`src/design/srpg_pkg.sv`:
```
`timescale 1ns / 1ps
// Shared types and constants for the stepper ramp pulse generator.
// No dependencies; used by srpg_div and stepper_ramp_pulse_generator_top.
package srpg_pkg;

   // Field widths fixed by the interface
   localparam int BASE_W     = 16;                // base delay and half-period width
   localparam int MSTEP_W    = 9;                 // microsteps register width
   localparam int CSR_DATA_W = 16;                // widest register
   localparam int DIV_CNT_W  = $clog2(BASE_W);    // divider step counter

   // Register reset values
   localparam logic [BASE_W-1:0]  BASE_DELAY_RST = BASE_W'(200);
   localparam logic [MSTEP_W-1:0] MICROSTEPS_RST = MSTEP_W'(8);

   // Register indexes
   typedef enum logic {
      CSR_BASE_DELAY = 1'b0,
      CSR_MICROSTEPS = 1'b1
   } csr_index_type;

   // Item operation codes
   typedef enum logic {
      OP_TICK  = 1'b0,
      OP_START = 1'b1
   } op_type;

   // Divider result toward the sequencer
   typedef struct packed {
      logic              done;
      logic [BASE_W-1:0] quotient;
   } div_result_type;

endpackage

```
`src/design/srpg_div.sv`:
```
`timescale 1ns / 1ps
// Radix-2 restoring divider: fixed-width dividend over a wide divisor, one bit per cycle.
// Depends on srpg_pkg.
module srpg_div #(
   parameter int DIVISOR_WIDTH = 26
) (
   input  logic                             clock,
   input  logic                             reset,
   input  logic                             start,
   input  logic [srpg_pkg::BASE_W-1:0]      dividend,
   input  logic [DIVISOR_WIDTH-1:0]         divisor,
   output srpg_pkg::div_result_type         result
);

   localparam int CMP_W = (DIVISOR_WIDTH > srpg_pkg::BASE_W + 1) ?
                          DIVISOR_WIDTH : srpg_pkg::BASE_W + 1;

   logic                               busy_ff, busy_in;
   logic                               done_ff, done_in;
   logic [srpg_pkg::DIV_CNT_W-1:0]     count_ff, count_in;
   logic [srpg_pkg::BASE_W-1:0]        rem_ff, rem_in;
   logic [srpg_pkg::BASE_W-1:0]        quot_ff, quot_in;

   logic [srpg_pkg::BASE_W:0]          trial;
   logic [CMP_W-1:0]                   trial_x;
   logic [CMP_W-1:0]                   divisor_x;
   logic [CMP_W-1:0]                   diff;
   logic                               fits;

   assign trial     = {rem_ff, quot_ff[srpg_pkg::BASE_W-1]};
   assign trial_x   = CMP_W'(trial);
   assign divisor_x = CMP_W'(divisor);
   assign fits      = (trial_x >= divisor_x);
   assign diff      = trial_x - divisor_x;

   always_comb begin
      busy_in  = busy_ff;
      done_in  = 1'b0;
      count_in = count_ff;
      rem_in   = rem_ff;
      quot_in  = quot_ff;
      if (start) begin
         busy_in  = 1'b1;
         count_in = '0;
         rem_in   = '0;
         quot_in  = dividend;
      end else if (busy_ff) begin
         rem_in   = fits ? diff[srpg_pkg::BASE_W-1:0] : trial[srpg_pkg::BASE_W-1:0];
         quot_in  = {quot_ff[srpg_pkg::BASE_W-2:0], fits};
         count_in = count_ff + 1'b1;
         if (count_ff == srpg_pkg::DIV_CNT_W'(srpg_pkg::BASE_W - 1)) begin
            busy_in = 1'b0;
            done_in = 1'b1;
         end
      end
   end

   always_ff @(posedge clock) begin
      if (reset) begin
         busy_ff <= 1'b0;
         done_ff <= 1'b0;
      end else begin
         busy_ff <= busy_in;
         done_ff <= done_in;
      end
      count_ff <= count_in;
      rem_ff   <= rem_in;
      quot_ff  <= quot_in;
   end

   assign result.done     = done_ff;
   assign result.quotient = quot_ff;

endmodule

```
`src/design/stepper_ramp_pulse_generator_top.sv`:
```
`timescale 1ns / 1ps
// Two-motor trapezoidal step pulse generator: sequencer, move state and result register.
// Depends on srpg_pkg and srpg_div.
//
// Each input item is either a one-microsecond tick or a start command, and each gives
// exactly one result item with both step pin levels, both held direction levels, busy,
// start-taken and move-done flags. A start while a move runs is refused. A move of N
// steps drives high/low half periods of d ticks; d ramps up over the first third of
// the move (base / (microsteps * (i+1))), holds base / microsteps in the middle third
// and ramps down over the last third (base / (microsteps * (N-i))), with a zero delay
// forced to one tick and microsteps of zero taken as one. The ramp phase is found
// without dividing, by comparing 3*(i+1) against N and 2*N. The block takes one item
// at a time. An item that needs no new delay (a tick while idle or counting down, a
// refused or zero-step start, the tick that ends the move) is accepted, then loads the
// result register. A start of a move, or a tick that ends a high or low period with
// more of the move to come, goes through accept, phase select, multiply of microsteps
// by the ramp factor, then the shared radix-2 divider (one quotient bit per step, then
// a report) and the result load.
// A finished result waits in the result register while the next item is taken;
// the result is only loaded once the register is free. Registers may be written
// only while no item is in flight; a change applies at the next delay load.
module stepper_ramp_pulse_generator_top #(
   parameter int COUNT_WIDTH = 16
) (
   input  logic                               clock,
   input  logic                               reset,
   // input items
   input  logic                               req_valid,
   output logic                               req_stall,
   input  logic                               req_operation,
   input  logic                               req_motor_select,
   input  logic                               req_direction,
   input  logic [15:0]                        req_step_count,
   // result items
   output logic                               rsp_valid,
   input  logic                               rsp_stall,
   output logic                               rsp_step_pin_one,
   output logic                               rsp_step_pin_two,
   output logic                               rsp_dir_pin_one,
   output logic                               rsp_dir_pin_two,
   output logic                               rsp_busy_res,
   output logic                               rsp_accepted,
   output logic                               rsp_move_done,
   // register writes
   input  logic                               csr_write,
   input  logic                               csr_index,
   input  logic [srpg_pkg::CSR_DATA_W-1:0]    csr_data
);

   // divisor = microsteps * factor, factor up to 2^COUNT_WIDTH
   localparam int FACTOR_W  = COUNT_WIDTH + 1;
   localparam int DIVISOR_W = srpg_pkg::MSTEP_W + FACTOR_W;
   localparam int PHASE_W   = COUNT_WIDTH + 3;

   typedef enum logic [2:0] {
      IDLE,     // waiting for an item
      PHASE,    // pick ramp factor
      MUL,      // microsteps * factor, kick divider
      DIV,      // wait for quotient
      EMIT      // load result register
   } state_type;

   typedef struct packed {
      logic step_pin_one;
      logic step_pin_two;
      logic dir_pin_one;
      logic dir_pin_two;
      logic busy_res;
      logic accepted;
      logic move_done;
   } rsp_fields_type;

   state_type                          state_ff, state_in;
   logic [srpg_pkg::BASE_W-1:0]        base_delay_ff, base_delay_in;
   logic [srpg_pkg::MSTEP_W-1:0]       microsteps_ff, microsteps_in;
   logic [COUNT_WIDTH-1:0]             step_index_ff, step_index_in;
   logic [COUNT_WIDTH-1:0]             total_steps_ff, total_steps_in;
   logic [srpg_pkg::BASE_W-1:0]        ticks_left_ff, ticks_left_in;
   logic                               pulse_high_ff, pulse_high_in;
   logic                               running_ff, running_in;
   logic                               active_motor_ff, active_motor_in;
   logic [1:0]                         dir_levels_ff, dir_levels_in;
   logic [COUNT_WIDTH-1:0]             div_index_ff, div_index_in;
   logic [FACTOR_W-1:0]                factor_ff, factor_in;
   logic [DIVISOR_W-1:0]               divisor_ff, divisor_in;
   rsp_fields_type                     pend_ff, pend_in;
   rsp_fields_type                     rsp_ff, rsp_in;
   logic                               rsp_valid_ff, rsp_valid_in;

   logic                               accept;
   logic                               div_start;
   srpg_pkg::div_result_type           div_res;

   // tick / start decode
   logic [COUNT_WIDTH-1:0]             cnt;
   logic [srpg_pkg::BASE_W-1:0]        ticks_dec;
   logic [COUNT_WIDTH-1:0]             index_next;
   logic                               need_div;
   logic                               hi;
   logic                               took_start;
   logic                               finished;

   // phase select
   logic [FACTOR_W-1:0]                idx_plus1;
   logic [PHASE_W-1:0]                 three_i1;
   logic [PHASE_W-1:0]                 n_x1;
   logic [PHASE_W-1:0]                 n_x2;
   logic [COUNT_WIDTH-1:0]             steps_left;
   logic [srpg_pkg::MSTEP_W-1:0]       m_eff;

   assign accept     = req_valid && (state_ff == IDLE);
   assign req_stall  = (state_ff != IDLE);
   assign div_start  = (state_ff == MUL);

   assign cnt        = COUNT_WIDTH'(req_step_count);
   assign ticks_dec  = (ticks_left_ff != '0) ? ticks_left_ff - 1'b1 : ticks_left_ff;
   assign index_next = step_index_ff + 1'b1;

   assign idx_plus1  = FACTOR_W'(div_index_ff) + 1'b1;
   assign three_i1   = PHASE_W'(idx_plus1) + PHASE_W'({idx_plus1, 1'b0});
   assign n_x1       = PHASE_W'(total_steps_ff);
   assign n_x2       = PHASE_W'({total_steps_ff, 1'b0});
   assign steps_left = total_steps_ff - div_index_ff;
   assign m_eff      = (microsteps_ff == '0) ? srpg_pkg::MSTEP_W'(1) : microsteps_ff;

   srpg_div #(
      .DIVISOR_WIDTH (DIVISOR_W)
   ) u_div (
      .clock    (clock),
      .reset    (reset),
      .start    (div_start),
      .dividend (base_delay_ff),
      .divisor  (divisor_ff),
      .result   (div_res)
   );

   always_comb begin
      state_in        = state_ff;
      base_delay_in   = base_delay_ff;
      microsteps_in   = microsteps_ff;
      step_index_in   = step_index_ff;
      total_steps_in  = total_steps_ff;
      ticks_left_in   = ticks_left_ff;
      pulse_high_in   = pulse_high_ff;
      running_in      = running_ff;
      active_motor_in = active_motor_ff;
      dir_levels_in   = dir_levels_ff;
      div_index_in    = div_index_ff;
      factor_in       = factor_ff;
      divisor_in      = divisor_ff;
      pend_in         = pend_ff;
      rsp_in          = rsp_ff;
      rsp_valid_in    = rsp_valid_ff;
      need_div        = 1'b0;
      took_start      = 1'b0;
      finished        = 1'b0;
      hi              = 1'b0;

      if (csr_write) begin
         unique case (srpg_pkg::csr_index_type'(csr_index))
            srpg_pkg::CSR_BASE_DELAY: base_delay_in = csr_data;
            srpg_pkg::CSR_MICROSTEPS: microsteps_in = csr_data[srpg_pkg::MSTEP_W-1:0];
            default: ;
         endcase
      end

      // result taken downstream
      if (rsp_valid_ff && !rsp_stall) begin
         rsp_valid_in = 1'b0;
      end

      unique case (state_ff)
         IDLE: begin
            if (accept) begin
               if (srpg_pkg::op_type'(req_operation) == srpg_pkg::OP_START) begin
                  if (!running_ff) begin
                     took_start = 1'b1;
                     dir_levels_in[req_motor_select] = req_direction;
                     active_motor_in = req_motor_select;
                     if (cnt != '0) begin
                        total_steps_in = cnt;
                        step_index_in  = '0;
                        pulse_high_in  = 1'b1;
                        running_in     = 1'b1;
                        div_index_in   = '0;
                        need_div       = 1'b1;
                     end
                  end
               end else if (running_ff) begin
                  ticks_left_in = ticks_dec;
                  if (ticks_dec == '0) begin
                     if (pulse_high_ff) begin
                        pulse_high_in = 1'b0;
                        div_index_in  = step_index_ff;
                        need_div      = 1'b1;
                     end else begin
                        step_index_in = index_next;
                        if (index_next == total_steps_ff) begin
                           running_in = 1'b0;
                           finished   = 1'b1;
                        end else begin
                           pulse_high_in = 1'b1;
                           div_index_in  = index_next;
                           need_div      = 1'b1;
                        end
                     end
                  end
               end
               hi                   = running_in && pulse_high_in;
               pend_in.step_pin_one = hi && !active_motor_in;
               pend_in.step_pin_two = hi && active_motor_in;
               pend_in.dir_pin_one  = dir_levels_in[0];
               pend_in.dir_pin_two  = dir_levels_in[1];
               pend_in.busy_res     = running_in;
               pend_in.accepted     = took_start;
               pend_in.move_done    = finished;
               state_in             = need_div ? PHASE : EMIT;
            end
         end
         PHASE: begin
            // ramp up, cruise or ramp down
            priority if (three_i1 <= n_x1) begin
               factor_in = idx_plus1;
            end else if (three_i1 <= n_x2) begin
               factor_in = FACTOR_W'(1);
            end else begin
               factor_in = (steps_left == '0) ? FACTOR_W'(1) : FACTOR_W'(steps_left);
            end
            state_in = MUL;
         end
         MUL: begin
            divisor_in = DIVISOR_W'(m_eff) * DIVISOR_W'(factor_ff);
            state_in   = DIV;
         end
         DIV: begin
            if (div_res.done) begin
               ticks_left_in = (div_res.quotient == '0) ?
                               srpg_pkg::BASE_W'(1) : div_res.quotient;
               state_in      = EMIT;
            end
         end
         EMIT: begin
            if (!rsp_valid_ff || !rsp_stall) begin
               rsp_in       = pend_ff;
               rsp_valid_in = 1'b1;
               state_in     = IDLE;
            end
         end
         default: state_in = IDLE;
      endcase
   end

   always_ff @(posedge clock) begin
      if (reset) begin
         state_ff        <= IDLE;
         base_delay_ff   <= srpg_pkg::BASE_DELAY_RST;
         microsteps_ff   <= srpg_pkg::MICROSTEPS_RST;
         step_index_ff   <= '0;
         total_steps_ff  <= '0;
         ticks_left_ff   <= '0;
         pulse_high_ff   <= 1'b0;
         running_ff      <= 1'b0;
         active_motor_ff <= 1'b0;
         dir_levels_ff   <= '0;
         rsp_valid_ff    <= 1'b0;
      end else begin
         state_ff        <= state_in;
         base_delay_ff   <= base_delay_in;
         microsteps_ff   <= microsteps_in;
         step_index_ff   <= step_index_in;
         total_steps_ff  <= total_steps_in;
         ticks_left_ff   <= ticks_left_in;
         pulse_high_ff   <= pulse_high_in;
         running_ff      <= running_in;
         active_motor_ff <= active_motor_in;
         dir_levels_ff   <= dir_levels_in;
         rsp_valid_ff    <= rsp_valid_in;
      end
      div_index_ff <= div_index_in;
      factor_ff    <= factor_in;
      divisor_ff   <= divisor_in;
      pend_ff      <= pend_in;
      rsp_ff       <= rsp_in;
   end

   assign rsp_valid        = rsp_valid_ff;
   assign rsp_step_pin_one = rsp_ff.step_pin_one;
   assign rsp_step_pin_two = rsp_ff.step_pin_two;
   assign rsp_dir_pin_one  = rsp_ff.dir_pin_one;
   assign rsp_dir_pin_two  = rsp_ff.dir_pin_two;
   assign rsp_busy_res     = rsp_ff.busy_res;
   assign rsp_accepted     = rsp_ff.accepted;
   assign rsp_move_done    = rsp_ff.move_done;

`ifndef SYNTH
   // a running move always has a half period loaded between items
   a_ticks_loaded : assert property (@(posedge clock) disable iff (reset)
      (running_ff && state_ff == IDLE) |-> (ticks_left_ff != '0))
      else $error("running move idle with no ticks left");

   // step index stays below the move length while running
   a_index_range : assert property (@(posedge clock) disable iff (reset)
      (running_ff && state_ff == IDLE) |-> (step_index_ff < total_steps_ff))
      else $error("step index out of range");

   // divider reports only while the sequencer waits for it
   a_div_done_in_div : assert property (@(posedge clock) disable iff (reset)
      div_res.done |-> (state_ff == DIV))
      else $error("divider done outside wait state");

   // a pending result is never overwritten before it is taken
   a_no_overwrite : assert property (@(posedge clock) disable iff (reset)
      (rsp_valid_ff && rsp_stall) |=> (rsp_valid_ff && $stable(rsp_ff)))
      else $error("pending result lost");
`endif

endmodule

```
`config.mk`:
```
export PLATFORM = sky130hd
export DESIGN_NAME = stepper_ramp_pulse_generator_top
export DESIGN_NICKNAME = d
export VERILOG_FILES = /design/src/design/srpg_pkg.sv /design/src/design/srpg_div.sv /design/src/design/stepper_ramp_pulse_generator_top.sv
export SDC_FILE = /design/constraint.sdc
export NUM_CORES = 1
export LEC_CHECK = 0
export ABC_AREA = 1
export BUFFER_PORTS_ARGS = -buffer_cell sky130_fd_sc_hd__buf_2
export CAP_MARGIN = 40
export CORE_MARGIN = 10
export CORE_UTILIZATION = 45
export CTS_BUF_LIST = sky130_fd_sc_hd__clkbuf_8
export CTS_CLUSTER_DIAMETER = 60
export DETAILED_ROUTE_END_ITERATION = 10
export PLACE_DENSITY_LB_ADDON = 0.25
export SETUP_SLACK_MARGIN = 0.15
export SYNTH_ARGS = -nofsm -noshare
export SYNTH_HDL_FRONTEND = slang
export SYNTH_HIERARCHICAL = 1
export SYNTH_SLANG_ARGS = --single-unit
```
`constraint.sdc`:
```
create_clock -name clock -period 5.8 [get_ports clock]
set_clock_uncertainty 0.1 [all_clocks]
set_input_delay 0.87 -clock clock [delete_from_list [all_inputs] [get_ports clock]]
set_output_delay 0.87 -clock clock [all_outputs]
set_load 0.01 [all_outputs]
```
Yosys cells after proc, flatten, opt, wreduce, memory -nomap -nowiden
Index checks and enable logic that the tools add are counted.
{"block": "totals", "out_inout_bits": 9, "inputBits": 41, "romBits": 0, "word_cells": 169, "n_memories": 0, "ramBits": 0, "regBits": 193, "latch_bits": 0}
{"block": "op_classes", "n_reduce_logical": 34, "n_eq_ne": 14, "multipliers": 1, "shifts": 0, "n_bitwise": 4, "magnitude_cmp": 5, "mux": 71, "add_sub_neg": 7, "div_mod_pow": 0}
{"op": "16-bit 2-to-1 mux", "count": 22}
{"op": "16-bit logical NOT", "count": 3}
{"op": "1-bit 2-to-1 mux", "count": 37}
{"op": "16-bit one-hot mux with 2 select lines", "count": 1}
{"op": "16-bit nonzero test", "count": 2}
{"op": "16-bit subtractor", "count": 2}
{"op": "17-bit by 26-bit greater-or-equal comparator with 1-bit output", "count": 1}
{"op": "9-bit by 17-bit multiplier with 26-bit output", "count": 1}
{"op": "17-bit by 18-bit adder with 19-bit output", "count": 1}
{"op": "19-bit by 16-bit less-or-equal comparator with 1-bit output", "count": 1}
{"op": "19-bit by 17-bit less-or-equal comparator with 1-bit output", "count": 1}
{"op": "16-bit by 1-bit adder with 17-bit output (second input constant)", "count": 1}
{"op": "17-bit 2-to-1 mux", "count": 1}
{"op": "16-bit by 1-bit adder with 16-bit output (second input constant)", "count": 1}
{"op": "16-bit equality test", "count": 1}
{"op": "16-bit by 1-bit subtractor with 16-bit output (second input constant)", "count": 1}
{"op": "3-bit one-hot mux with 5 select lines", "count": 1}
{"op": "7-bit AND reduction", "count": 2}
{"op": "3-bit 2-to-1 mux", "count": 4}
{"op": "2-bit != test (second input constant)", "count": 6}
{"op": "5-bit AND reduction", "count": 2}
{"op": "2-bit nonzero test", "count": 5}
{"op": "9-bit logical NOT", "count": 1}
{"op": "9-bit 2-to-1 mux", "count": 1}
{"op": "22 further kinds", "count": 37}

Depth between registers and ports, before layout
Gate-level depths: netlist (run 1).
{"block": "depth", "ltp_word": 12, "ltp_mapped": 28, "mapped_depth_nobuf": 27}

Hierarchy
The synthesis (run 1) kept the hierarchy.
{"mod": "stepper_ramp_pulse_generator_top", "seq_area_each_um2": 3833.7, "cells_per_inst": 2008, "n_inst": 1, "area_each_um2": 14921.8}
{"mod": "srpg_div", "seq_area_each_um2": 920.9, "cells_per_inst": 426, "n_inst": 1, "area_each_um2": 2891.5}

Worst setup path before layout (run 1)
Ideal clock, no wire load.
{"block": "synth_path", "path_type": "reg2reg", "startpoint": "reg microsteps_ff[6] (netlist bit)", "endpoint": "reg divisor_ff[22], data pin", "setup_slack_ps": 486, "path_buffers": 2, "setup_ps": 265, "t_arrival_ps": 4949, "synth_period_minus_slack_ps": 5314, "required_ps": 5435, "stages_incl_launch_ff": 22, "cell_sequence": "dfxtp_1 > clkbuf_1 > nor3_1 > a41oi_1 > inv_1 > clkbuf_1 > nand2_1 > fa_1 > inv_1 > fa_1 > inv_1 > fa_1 > fa_1 > inv_1 > ha_1 > nand2_1 > o21ai_0 > a21oi_1 > o21ai_0 > a21boi_0 > o21ai_0 > xor2_1"}
{"block": "synth_via", "elab_chain_cells": 3}
{"element": "start: declaration", "line_no": "stepper_ramp_pulse_generator_top.sv:75", "rtl": "logic [srpg_pkg::MSTEP_W-1:0] microsteps_ff, microsteps_in;"}
{"element": "start signal: assignment", "line_no": "stepper_ramp_pulse_generator_top.sv:257", "rtl": "microsteps_ff <= srpg_pkg::MICROSTEPS_RST;"}
{"element": "start signal: assignment", "line_no": "stepper_ramp_pulse_generator_top.sv:269", "rtl": "microsteps_ff <= microsteps_in;"}
{"element": "9-bit logical NOT", "line_no": "stepper_ramp_pulse_generator_top.sv:124", "rtl": "assign m_eff = (microsteps_ff == '0) ? srpg_pkg::MSTEP_W'(1) : microsteps_ff;"}
{"element": "9-bit 2-to-1 mux (*)", "line_no": "stepper_ramp_pulse_generator_top.sv:124"}
{"element": "9-bit by 17-bit multiplier with 26-bit output (*)", "line_no": "stepper_ramp_pulse_generator_top.sv:232", "rtl": "divisor_in = DIVISOR_W'(m_eff) * DIVISOR_W'(factor_ff);"}
{"element": "end signal: assignment", "line_no": "stepper_ramp_pulse_generator_top.sv:281", "rtl": "divisor_ff <= divisor_in;"}
{"element": "end: declaration", "line_no": "stepper_ramp_pulse_generator_top.sv:85", "rtl": "logic [DIVISOR_W-1:0] divisor_ff, divisor_in;"}
Mark *: on every way between the ends. The rest lies on a longest branch, timed or not.
A chain may end at the register's enable or synchronous reset.

Final worst setup path (run 1)
Same ends and word-level chain as after synthesis.

==> reports/metrics.csv, run 1 <==
metric,value,unit
register area,0.00475,mm²
hold slack final,0.332,ns
Worst-path clk slew,0.12,ns
final hold vios,0,
Least-Margin Pin Slew,0.899,ns
critical hold path startpoint,pend_ff[5],
DR vias/cell,5.22,
RSZ-0062 raised after global routing,no,
crit-path max cell delay,0.53,ns
Post-route DRC,0,
crit path max fanout,7,
share of cells above drive strength 1,7.35,%
max cap viols,0,
setup TNS,0,ns
row cnt,72,
status,"finished, final reports clean",
minimum clock period,5.29,ns
Mapped Area,0.0178,mm²
vias,15600,
combinational power share,61.1,%
worst path cell trace,"nor3_1, a41oi_2, inv_2, buf_4, nand2_1, fa_1, inv_1, fa_1, fa_1, inv_1, fa_1, inv_1, ha_1, nand2_1, nor2_1, nand2_1, o211ai_1, a21oi_1, o21ai_1, a21boi_1, o21ai_0, xor2_1",
I/O pin total,50,
"Top cell by count, worst path",fa_1,
Global Route Usage Sum,19.2,%
CP Class,reg -> reg,
slew margin rel.,39.7,%
fin. max-slew vios,0,
VDD IR-drop max,193,µV
cell accounting for the most synthesized area,edfxtp_1,
Final setup viols,0,
switching share of total power,49.5,%
Post-Synthesis Cells,2434,
Internal,0.00419,W
Critical Path Start Type,register,
"Primary FF master, synth",dfxtp_1,
Synth top area share,15.0,%
Worst Path Arrival,5.46,ns
Die Span Y,219,µm
Final HPWL DP,36.1,mm
clock sinks,193,
Initial DRC Count,1027,
top post-synthesis cells by count,"nand2_1 (632), inv_1 (414), nor2_1 (183)",
vias in the first global route,15500,
initial antenna violation count,1,
Routability Congestion,0.935,
total of warnings raised by yosys,6,
placed cell count,2944,
r2r startpoint,microsteps_ff[6],
Final Total Pwr,0.00830,W
"Slowest-stage cell, CP",fa_1,
Synth async-reset ratio,0,%
sequential area share after synthesis,26.7,%
CP required,5.97,ns
Tcrit/Tclk final,91.2,%
"EDFF count, synth",89,
worst setup path startpoint,microsteps_ff[6],
die area,0.0479,mm²
area of the multi-input gates,0.0111,mm²
clock network power share,10.6,%
WL per Instance,15.1,µm
max frequency,0.189,GHz
Worst-Skew Late Latency,0.53,ns
starting density of the core,45.8,%
Final #Nets,2732,
hold crit path type,reg -> reg,
Fillers,3875,
register bit count reported by yosys,193,
Root Buffer,clkbuf_8,
cts bufs inserted,17,
Psw,0.00411,W
Flop pwr share,28.4,%
syn nets,2716,
global-route wire length before repair,75.5,mm
leakage,9.59,nW
# hold bufs at CTS,0,
chip width,219,µm
DRT antenna net count,0,
"count leader, synth",nand2_1,
Detailed Route WL,45.2,mm
DR pass1 iterations,5,
gr ovfl total,0,
# port buffers,49,
Placed Area,0.0185,mm²
H-tree depth,4,
Synth cell types,61,
Final Instance Area,0.0189,mm²
CTS tree,built,
Mean Syn Cell Area,7.32,µm²
core box area,0.0389,mm²
pin count of the biggest net entering global routing,43,
Setup crit end kind,register,
most area-consuming cells after synthesis,"edfxtp_1 (15%), nand2_1 (13%), fa_1 (12%)",
Non-Filler Instances,2982,
area grow syn2layout,6.38,%
Bufs on Longest Clock Path,2,
PD cells,438,mW/mm²
power groups by stage:
stage / Clock [W] / Sequential, W / Combinational (W)
after floorplan: 0 / 0.00219 / 0.00404
after global placement: 0 / 0.00238 / 0.00487
after detailed placement: 0 / 0.00238 / 0.00501
after CTS: 0.000901 / 0.00235 / 0.00504
after global routing: 0.000947 / 0.00240 / 0.00587
final: 0.000876 / 0.00235 / 0.00507
routing by layer:
layer / GRT usage [%] / part of all wire, %
met1: 24.1 / 45
met2: 33.0 / 48
met3: 3.12 / 4.9
met4: 6.27 / 2.4
met5: 0 / 0
repair_timing:
item                                    CTS  global route
endpoints found under the setup margin    1            21
gates resized for setup                   1             9
cloned                                    0             1
buffers inserted                          0             4
final timing paths:
check	endpoint	slack [ns]	cells past startpoint
min reg2reg	rsp_step_pin_two	0.33	0
min	rsp_step_pin_two	0.33	0
max reg2reg	divisor_ff[22]	0.51	22
max	divisor_ff[22]	0.51	22
critical path: cells and delay by family (launching register included):
family	cells	cell delay, ns
AND/OR/NAND/NOR	5	0.56
buffers and inverters	5	0.49
XOR/XNOR	1	0.15
AO/OA/AOI/OAI	6	1.07
adder cells (fa/ha/maj)	5	2.32
flip-flops	1	0.33
through the flow:
stage / utilization, % / setup WS (ns)
after floorplan: - / 0.486
after global placement: 47.5 / 0.281
after detailed placement: 47.5 / 0.193
after CTS: 48.5 / 0.275
after global routing: 48.7 / 0.136
final: 48.7 / 0.511
placed cells by master, fill, tap and decap left out, drive strengths merged, types with 2 or more instances in the layout:
master | Yosys | routed
a21boi | 3 | 3
nor3b | 3 | 3
o22ai | 15 | 15
a21oi | 122 | 122
or2 | 2 | 2
nor2 | 199 | 199
a211oi | 12 | 12
clkinv | 2 | 4
nand4 | 43 | 43
ha | 132 | 132
dfxtp | 104 | 104
nor4 | 16 | 16
xnor2 | 28 | 28
nand3 | 143 | 143
o21ai | 116 | 116
inv | 422 | 433
edfxtp | 89 | 89
buf | 21 | 71
nor3 | 29 | 29
nand2 | 654 | 654
nand3b | 25 | 25
a31oi | 15 | 15
o31ai | 4 | 4
o211ai | 9 | 9
and2 | 3 | 3
a21o | 7 | 7
fa | 109 | 109
clkbuf | 54 | 19
xor2 | 42 | 42
o21bai | 3 | 3
kinds of logic after synthesis:
logic type / after synthesis / synth area share [%]
flops: 193 / 26.7
fa+ha+maj: 241 / 21.5
simple gates: 1121 / 27.7
buf+inv: 499 / 11.0
xor+xnor: 70 / 3.44
compound gates: 310 / 9.69
flip-flops by register name (all words and copies together), names as in the netlist, 2 cells and up:
signal and flops:
u_div/quot_ff 16, step_index_ff 16, u_div/count_ff 4, ticks_left_ff 16, divisor_ff 26, factor_ff 17, microsteps_ff 9, div_index_ff 16
u_div/rem_ff 16, dir_levels_ff 2, state_ff 3, total_steps_ff 16, pend_ff 7, base_delay_ff 16
area by class of cell:
| cell class | instances | area share (%) |
|---|---|---|
| repair inverters | 1 | 0.0396 |
| inverters | 424 | 8.43 |
| clock buffers | 19 | 1.38 |
| multi-input cells | 1742 | 58.8 |
| well taps | 518 | 3.42 |
| flip-flops and latches | 193 | 25.1 |
| clock inverters | 13 | 0.581 |
| repair buffers | 71 | 2.23 |
| diodes | 1 | 0.0132 |
No activity file was read; power rests on OpenSTA's default activity.
==> run 2, diff against run 1 <==
Settings changed: CORE_MARGIN 10 to 2.
==> run 2 against run 1 <==
Net effect:
- combinational power is essentially flat
- total power grew 0.47%
- global-route usage grew 2.7 points
- sequential power is essentially flat
- register-to-register slack is essentially flat
- worst setup slack gained 0.010 ns
- critical endpoint unchanged
- largest power group unchanged
==> reports/metrics.csv, run 2 (same netlist as run 1, synthesis figures left out) <==
metric,value,unit
max cap viols,0,
crit-path max cell delay,0.52,ns
hold crit path type,reg -> reg,
"Top cell by count, worst path",fa_1,
Largest register FFs,26,
H-tree depth,4,
status,"finished, final reports clean",
Detailed Route WL,44.4,mm
core box area,0.0388,mm²
placed cell count,2945,
Placed Area,0.0185,mm²
Worst-path clk slew,0.12,ns
DRT antenna net count,0,
DR vias/cell,5.24,
die area,0.0412,mm²
clock sinks,193,
# port buffers,49,
ANT cells,0,
Initial DRC Count,1011,
pre-CTS WS,0.236,ns
Routability Congestion,0.935,
row cnt,72,
fin. max-slew vios,0,
chip width,203,µm
DR pass1 iterations,6,
Hold Path Sink,rsp_accepted,
CP top delay family,adder cells,
global-route wire length before repair,73.1,mm
pin count of the biggest net entering global routing,47,
register with the most flip-flops,divisor_ff,
max frequency,0.189,GHz
setup TNS,0,ns
initial antenna violation count,0,
vias in the first global route,15000,
Setup crit end kind,register,
vias,15600,
starting density of the core,45.9,%
RSZ-0062 raised after global routing,no,
final hold vios,0,
Worst-Skew Late Latency,0.53,ns
Global Route Usage Sum,21.9,%
Final HPWL DP,35.5,mm
share of cells above drive strength 1,7.15,%
Final Instance Area,0.0189,mm²
Die Span Y,203,µm
setup ws final,0.521,ns
gr ovfl total,0,
critical hold path startpoint,pend_ff[1],
r2r startpoint,microsteps_ff[6],
area grow syn2layout,6.35,%
Final #Nets,2729,
FF-to-FF path depth,19,
worst hold path depth,0,
Fillers,3881,
Least-Margin Pin Slew,0.903,ns
Critical R2R Capture,divisor_ff[22],
slew margin rel.,39.8,%
largest registers,"divisor_ff x26, factor_ff x17",
Non-Filler Instances,2978,
leakage,9.58,nW
CP Class,reg -> reg,
Bufs on Longest Clock Path,2,
worst path buffer plus inverter count,4,
Final setup viols,0,
final core occ,48.8,%
VDD IR-drop max,211,µV
minimum clock period,5.28,ns
PD cells,440,mW/mm²
I/O pin total,50,
cts bufs inserted,17,
"Slowest-stage cell, CP",fa_1,
# hold bufs at CTS,0,
Post-route DRC,0,
worst path cell trace,"nor3_1, a41oi_1, inv_2, nand2_1, fa_1, inv_1, fa_1, fa_1, inv_1, fa_1, inv_1, ha_1, nand2_1, nor4_2, a21oi_1, o21ai_0, a21boi_1, o21ai_0, xor2_1",
CP required,5.97,ns
Tcrit/Tclk final,91.0,%
"commonest non-fill, non-tap cell in the layout",nand2_1,
Critical Path Start Type,register,
"commonest cells after routing, fill and taps aside","nand2_1 (632), inv_1 (415), nor2_1 (183)",
Worst Path Arrival,5.45,ns
CTS tree,built,
crit path max fanout,11,
Root Buffer,clkbuf_8,
R2R Setup Slk,0.52,ns
WL per Instance,14.9,µm
## run 2: cell type report
class / count / area, µm² / area share [%]
multi-input combinational: 1743 / 11200 / 58.9
sequential: 193 / 4750 / 25.1
inverter: 424 / 1600 / 8.43
tap: 518 / 648 / 3.42
timing repair buffer: 68 / 392 / 2.07
clock buffer: 17 / 234 / 1.24
clock inverter: 15 / 156 / 0.826
## run 2: power by group
part	internal (W)	total (W)	switching, W
clock network	0.000355	0.000894	0.000539
logic	0.00183	0.00510	0.00326
registers	0.00200	0.00235	0.000344
## run 2: repair_timing
action	4_1_cts	5_1_grt
resized for setup	0	9
setup endpoints to repair	0	20
setup buffers	0	0
## run 2: worst reg2reg max path, cell delays in order, from the launching register on
cell and delay [ns]:
dfxtp_1 0.33, nor3_1 0.19, a41oi_1 0.19, inv_2 0.23
nand2_1 0.12, fa_1 0.51, inv_1 0.05, fa_1 0.46
fa_1 0.49, inv_1 0.05, fa_1 0.52, inv_1 0.04
ha_1 0.35, nand2_1 0.12, nor4_2 0.30, a21oi_1 0.17
o21ai_0 0.33, a21boi_1 0.15, o21ai_0 0.21, xor2_1 0.09
## run 2: metrics by stage
| stage | hold slack, ns | total power, W |
|---|---|---|
| 2_1_floorplan | 0.300 | 0.00623 |
| 3_3_place_gp | 0.303 | 0.00727 |
| 6_report | 0.326 | 0.00834 |
| 4_1_cts | 0.327 | 0.00834 |
| 3_5_place_dp | 0.305 | 0.00741 |
| 5_1_grt | 0.337 | 0.00921 |
## run 2: routing by layer
layer	up-vias	share of wire [%]	global-route usage [%]	wire, µm
li1	7832	-	-	-
met1	7394	45	27.8	20100
met2	321	50	39.1	22000
met3	51	3.7	2.97	1660
met4	0	1.6	5.63	695
met5	-	0	0	0
## run 2: how the worst max path moves through the flow
stage                           startpoint             end  slack [ns]  cells past startpoint
after floorplan           microsteps_ff[6]  divisor_ff[22]        0.49                     21
final                     microsteps_ff[6]  divisor_ff[22]        0.52                     19
after CTS                 microsteps_ff[6]  divisor_ff[22]        0.21                     19
after detailed placement  microsteps_ff[6]  divisor_ff[22]        0.24                     19
after global routing       div_index_ff[0]    factor_ff[1]        0.12                     23
after global placement    microsteps_ff[6]  divisor_ff[22]        0.36                     19
